### config.mk
export PLATFORM = sky130hd
export DESIGN_NAME = swod_ram
export DESIGN_NICKNAME = d
export VERILOG_FILES = /design/src/sv/sliding_window_outlier_detector_top_defines.svh /design/src/sv/swod_ram.sv
export SDC_FILE = /design/constraint.sdc
export NUM_CORES = 2
export LEC_CHECK = 0
export BUFFER_PORTS_ARGS = -buffer_cell sky130_fd_sc_hd__buf_2
export CORE_UTILIZATION = 30
export DETAILED_ROUTE_END_ITERATION = 10
export GPL_ROUTABILITY_DRIVEN = 0
export GPL_TIMING_DRIVEN = 1
export PLACE_DENSITY = 0.51
export REMOVE_ABC_BUFFERS = 1
export SLEW_MARGIN = 20
export SYNTH_ARGS = -nofsm -noshare
export SYNTH_HDL_FRONTEND = slang
export SYNTH_SLANG_ARGS = --single-unit
### constraint.sdc
create_clock -name i_clk -period 8.2 [get_ports i_clk]
set_clock_uncertainty 0.1 [all_clocks]
set_input_delay 0.82 -clock i_clk [delete_from_list [all_inputs] [get_ports i_clk]]
set_output_delay 0.82 -clock i_clk [all_outputs]
set_load 0.02 [all_outputs]
### src/sv/sliding_window_outlier_detector_top_defines.svh
// Assertion macros for the outlier detector.
`ifndef SLIDING_WINDOW_OUTLIER_DETECTOR_TOP_DEFINES_SVH
`define SLIDING_WINDOW_OUTLIER_DETECTOR_TOP_DEFINES_SVH

`ifndef SYNTH
// Same-cycle implication.
`define SWOD_ASSERT_IMPL(lbl, clk, rst_n, ante, cons) \
    lbl: assert property (@(posedge clk) disable iff (!rst_n) (ante) |-> (cons)) \
        else $error("outlier detector check failed");
// Next-cycle implication.
`define SWOD_ASSERT_NEXT(lbl, clk, rst_n, ante, cons) \
    lbl: assert property (@(posedge clk) disable iff (!rst_n) (ante) |=> (cons)) \
        else $error("outlier detector check failed");
`else
`define SWOD_ASSERT_IMPL(lbl, clk, rst_n, ante, cons)
`define SWOD_ASSERT_NEXT(lbl, clk, rst_n, ante, cons)
`endif

`endif

### src/sv/swod_ram.sv
module swod_ram #(
    parameter int DEPTH     = 127,
    parameter int WIDTH     = 24,
    parameter int ADDR_BITS = $clog2(DEPTH)
) (
    input  logic                 i_clk,
    input  logic                 i_we,
    input  logic [ADDR_BITS-1:0] i_waddr,
    input  logic [WIDTH-1:0]     i_wdata,
    input  logic [ADDR_BITS-1:0] i_raddr,
    output logic [WIDTH-1:0]     o_rdata
);

    logic [WIDTH-1:0] r_mem [DEPTH];
    logic [WIDTH-1:0] r_rdata;

    always_ff @(posedge i_clk) begin
        if (i_we) begin
            r_mem[i_waddr] <= i_wdata;
        end
    end

    always_ff @(posedge i_clk) begin
        r_rdata <= r_mem[i_raddr];
    end

    assign o_rdata = r_rdata;

endmodule

### After elaboration in Yosys (flattened, before gate mapping)

Memory sizes are Yosys's and may differ from the RTL's. A register that Yosys moved wholly into a read port is not among the register bits.
Index checks and enable logic that the tools add are counted.

* bits in writable memories: 3048
* bits in registers: 0
* memories kept: 1
* input bits: 40

* multiplexer cells: 2

Memories
* r_mem: depth 127, bits a word 24, rd ports 1, clocked after Yosys merged registers in 1, write ports 1, RTL line swod_ram.sv:14 `logic [WIDTH-1:0] r_mem [DEPTH];`

Operator list (number)
* 2-to-1 mux 1 bit: 2

### Longest topological paths before layout

* depth in word-level cells: 2
* mapped depth: 13
* depth with buffers taken out: 6

### Least setup slack after synthesis

Ideal clock, no wire load.

* path kind: in2reg
* start: input port i_we
* end: memory r_mem[100][0], enable pin
* buffers on the path: 1
* library setup time: 0.435 ns
* stages: 3
* arrival: 3.061 ns
* setup slack: 4.604 ns
* cells stage by stage: clkbuf_1 -> nand4_1 -> nor3_1

* longest elaborated chain between the ends: 2

RTL lines
* from (decl): RTL line swod_ram.sv:7 `input logic i_we,`
* 2-to-1 mux 1 bit: RTL line swod_ram.sv:18 `if (i_we) begin`
* 2-to-1 mux 1 bit (implied by the code): RTL line swod_ram.sv:19 `r_mem[i_waddr] <= i_wdata;`
* to (decl): RTL line swod_ram.sv:14

No other way between the ends.

==> summary.md <==
| Metric | Value |
|---|---|
| CTS Buf Count | 326 |
| Initial antenna violation count | 33 |
| Die height | 628 um |
| Final Max Tran Viols | 0 |
| Synthesized area per cell | around 23 um2 |
| Fin nets | roughly 5400 |
| WL final | 330 mm |
| Synth top area cells | edfxtp_1 (78%), mux4_2 (15%), mux2i_1 (2.0%) |
| Final ANT Viol Nets | 0 |
| Via count | 55500 |
| DR pass1 iterations | 7 |
| Setup bufs post-CTS | 0 |
| Vias in the first global route | 56300 |
| Clock latency on the worst-skew pair | 0.90 ns |
| Clock buffer depth | 4 |
| Mux cell area share after synthesis | 17.1% |
| Crit path kind | in2reg |
| M1 WL | 143 mm |
| Wire length of the first global-routing pass | about 460 mm |
| Register area share after synthesis | 78.3% |
| RSZ-0062 raised after global routing | no |
| Adder-Cell Fraction of Synth Area | 0% |
| Setup TNS | 0 ns |
| Vias/cell | around 5.1 |
| WHS | 0.252 ns |
| Pleak | 41.7 nW |
| Critical Path Source Type | input port |
| Share of cells above drive strength 1 | between 30% and 40% |
| Hold Path Class | in2reg |
| Syn Inst Count | 5044 |
| Max-cap violations | 0 |
| Outcome | finished, final reports clean |
| Die area | approximately 0.4 mm2 |
| Most numerous cell in the Yosys netlist | edfxtp_1 |
| First DRT Iteration DRCs | about 6600 |
| Tightest Pin Transition | 1.14 ns |
| Largest net degree at the start of global routing | about 120 |
| Power Density | 244 mW/mm2 |
| Number of buffers added on ports | 63 |
| Hold buffer count at CTS | 0 |
| Mapped Area | 0.117 mm2 |
| Fmax | about 260 MHz |
| Synth top area share | 77.9% |
| Critical path arrival | 4.56 ns |
| # rows | 229 |
| Cts repair resizes | 0 |
| Synth-to-Final Area Change | 16.1% |
| Crit path required time | 8.90 ns |
| Synth Warn # | 0 |
| DR top layer | met5 |
| CTS tree | built |
| Largest family of logic cells by synthesized area | multiplexers |
| FFs w/ async S/R, synth | 0% |
| Area share of and/or/nand/nor cells after synthesis | between 1 and 1.5% |
| Placed Instance Area | 0.126 mm2 |
| CP max FO | 83 |
| Netlist cell types | 46 |
| Core area | approximately 0.39 mm2 |
| GRT Overall Usage | 16.5% |
| Final core utilization | around a third |
| Fillcell total | 35700 |
| DP HPWL | 191 mm |
| Synth Area in XOR/XNOR | 0% |
| Commonest cells post-synth | edfxtp_1 (3048), mux4_2 (772), mux2i_1 (231) |
| Synth area leader | edfxtp_1 |
| Reg clk slew, reported paths | 0.06 ns |
| Final setup vio count | 0 |
| Most used DFF post-synth | edfxtp_1 |
| H-Tree Depth | 5 |
| Seq cells post-synth | 3072 |
| Met3 routed WL | approximately 19 mm |
| Die W | approximately 630 um |
| Initial Util | between 30 and 40% |
| Clock root cell | clkbuf_16 |
| Final Hold Fails | 0 |
| Metal2 WL | 160 mm |
| Synth Area in Compound Gates | 2.11% |
| Design area | between 0.1 and 0.15 mm2 |
| Post-synth EDFFs | 3048 |
| GRT Residual Overflow | 0 |
| Final Cycle Share | 47.1% |
| # IOs | 64 |
| Relative slew slack | 23.5% |
| Wirelength per Cell | 30.4 um |
| Min Clock Period, post-route | 3.86 ns |
| Crit path capture type | flop |
| Max IR drop VDD | between 0.15 and 0.2 mV |
| # DRC | 0 |
| Clock Sink Count | 3072 |
==> layout by cell type, fill, tap and decap left out, types with 38 or more instances in the layout <==
| cell type | synthesis | layout |
|---|---|---|
| clkinv_1 | 0 | 65 |
| mux2_2 | 38 | 38 |
| mux4_2 | 772 | 772 |
| clkbuf_16 | 0 | 334 |
| clkbuf_1 | 113 | 90 |
| clkinv_2 | 0 | 42 |
| nor2_4 | 0 | 51 |
| a211oi_1 | 54 | 48 |
| mux2i_1 | 231 | 231 |
| nand2_1 | 63 | 62 |
| a22oi_1 | 113 | 113 |
| buf_4 | 46 | 209 |
| nor2_2 | 0 | 72 |
| a21oi_1 | 60 | 56 |
| edfxtp_1 | 3048 | 3048 |
==> cell type report <==
cell class | count | area (um2) | share of cell area (%)
Antenna cell | 14 | 35.0 | 0.0257
Clock buffer | 432 | 8810 | 6.46
Inverter | 3 | 11.3 | 0.00826
Multi-Input combinational cell | 1687 | 24600 | 18.0
Timing Repair Buffer | 302 | 3010 | 2.21
Clock inverter | 150 | 1360 | 0.995
Sequential cell | 3072 | 92000 | 67.5
Tap cell | 5197 | 6500 | 4.77
==> state kept, by name, indices dropped and copies added, names as in the netlist <==
register	flops
r_mem	3048
o_rdata	24
==> power breakdown <==
group | leakage, nW | internal (mW) | switching, mW
Sequential | 27.6 | 17.3 | 0.0533
Combinational | 9.14 | 0.564 | 1.10
Clock | 4.95 | 8.25 | 6.01
Total | 41.7 | 26.1 | 7.16
==> critical path, cell delays in order <==
cell	delay, ns
buf_8	0.59
buf_4	0.55
nor2b_2	0.23
buf_4	0.35
a222oi_1	0.19
a31oi_1	0.67
o21ai_0	0.37
a31o_2	0.43
a21oi_1	0.12
==> cells by family after synthesis <==
logic type	Yosys count
AND/OR/NAND/NOR	291
buffers and inverters	285
multiplexers	1041
AO/OA/AOI/OAI	355
flip-flops	3072
==> stage by stage <==
step | instances | power [mW] | worst slack (ns)
after floorplan | 4762 | 18.3 | 4.64
after global placement | 10200 | 19.4 | 2.92
after detailed placement | 10300 | 19.4 | 3.35
after CTS | 10800 | 33.6 | 4.29
after global routing | 10900 | 34.2 | 4.29
final | 10900 | 33.3 | 4.34
==> worst paths after layout <==
kind	end	depth (start not counted)	slack, ns	start
min reg2reg	o_rdata[10]$_DFF_P_	6	0.75	r_mem[96][10]$_DFFE_PP_
min	o_rdata[4]$_DFF_P_	2	0.25	i_raddr[6]
max reg2reg	o_rdata[22]$_DFF_P_	4	5.34	r_mem[76][22]$_DFFE_PP_
max	o_rdata[8]$_DFF_P_	9	4.34	i_raddr[2]
==> per-layer routing <==
layer	vias up	global-route usage [%]
met5	-	0
met4	6	3.85
met3	411	2.34
met2	1924	27.0
met1	30900	23.3
li1	22300	-
Power figures use the tool's default switching activity.
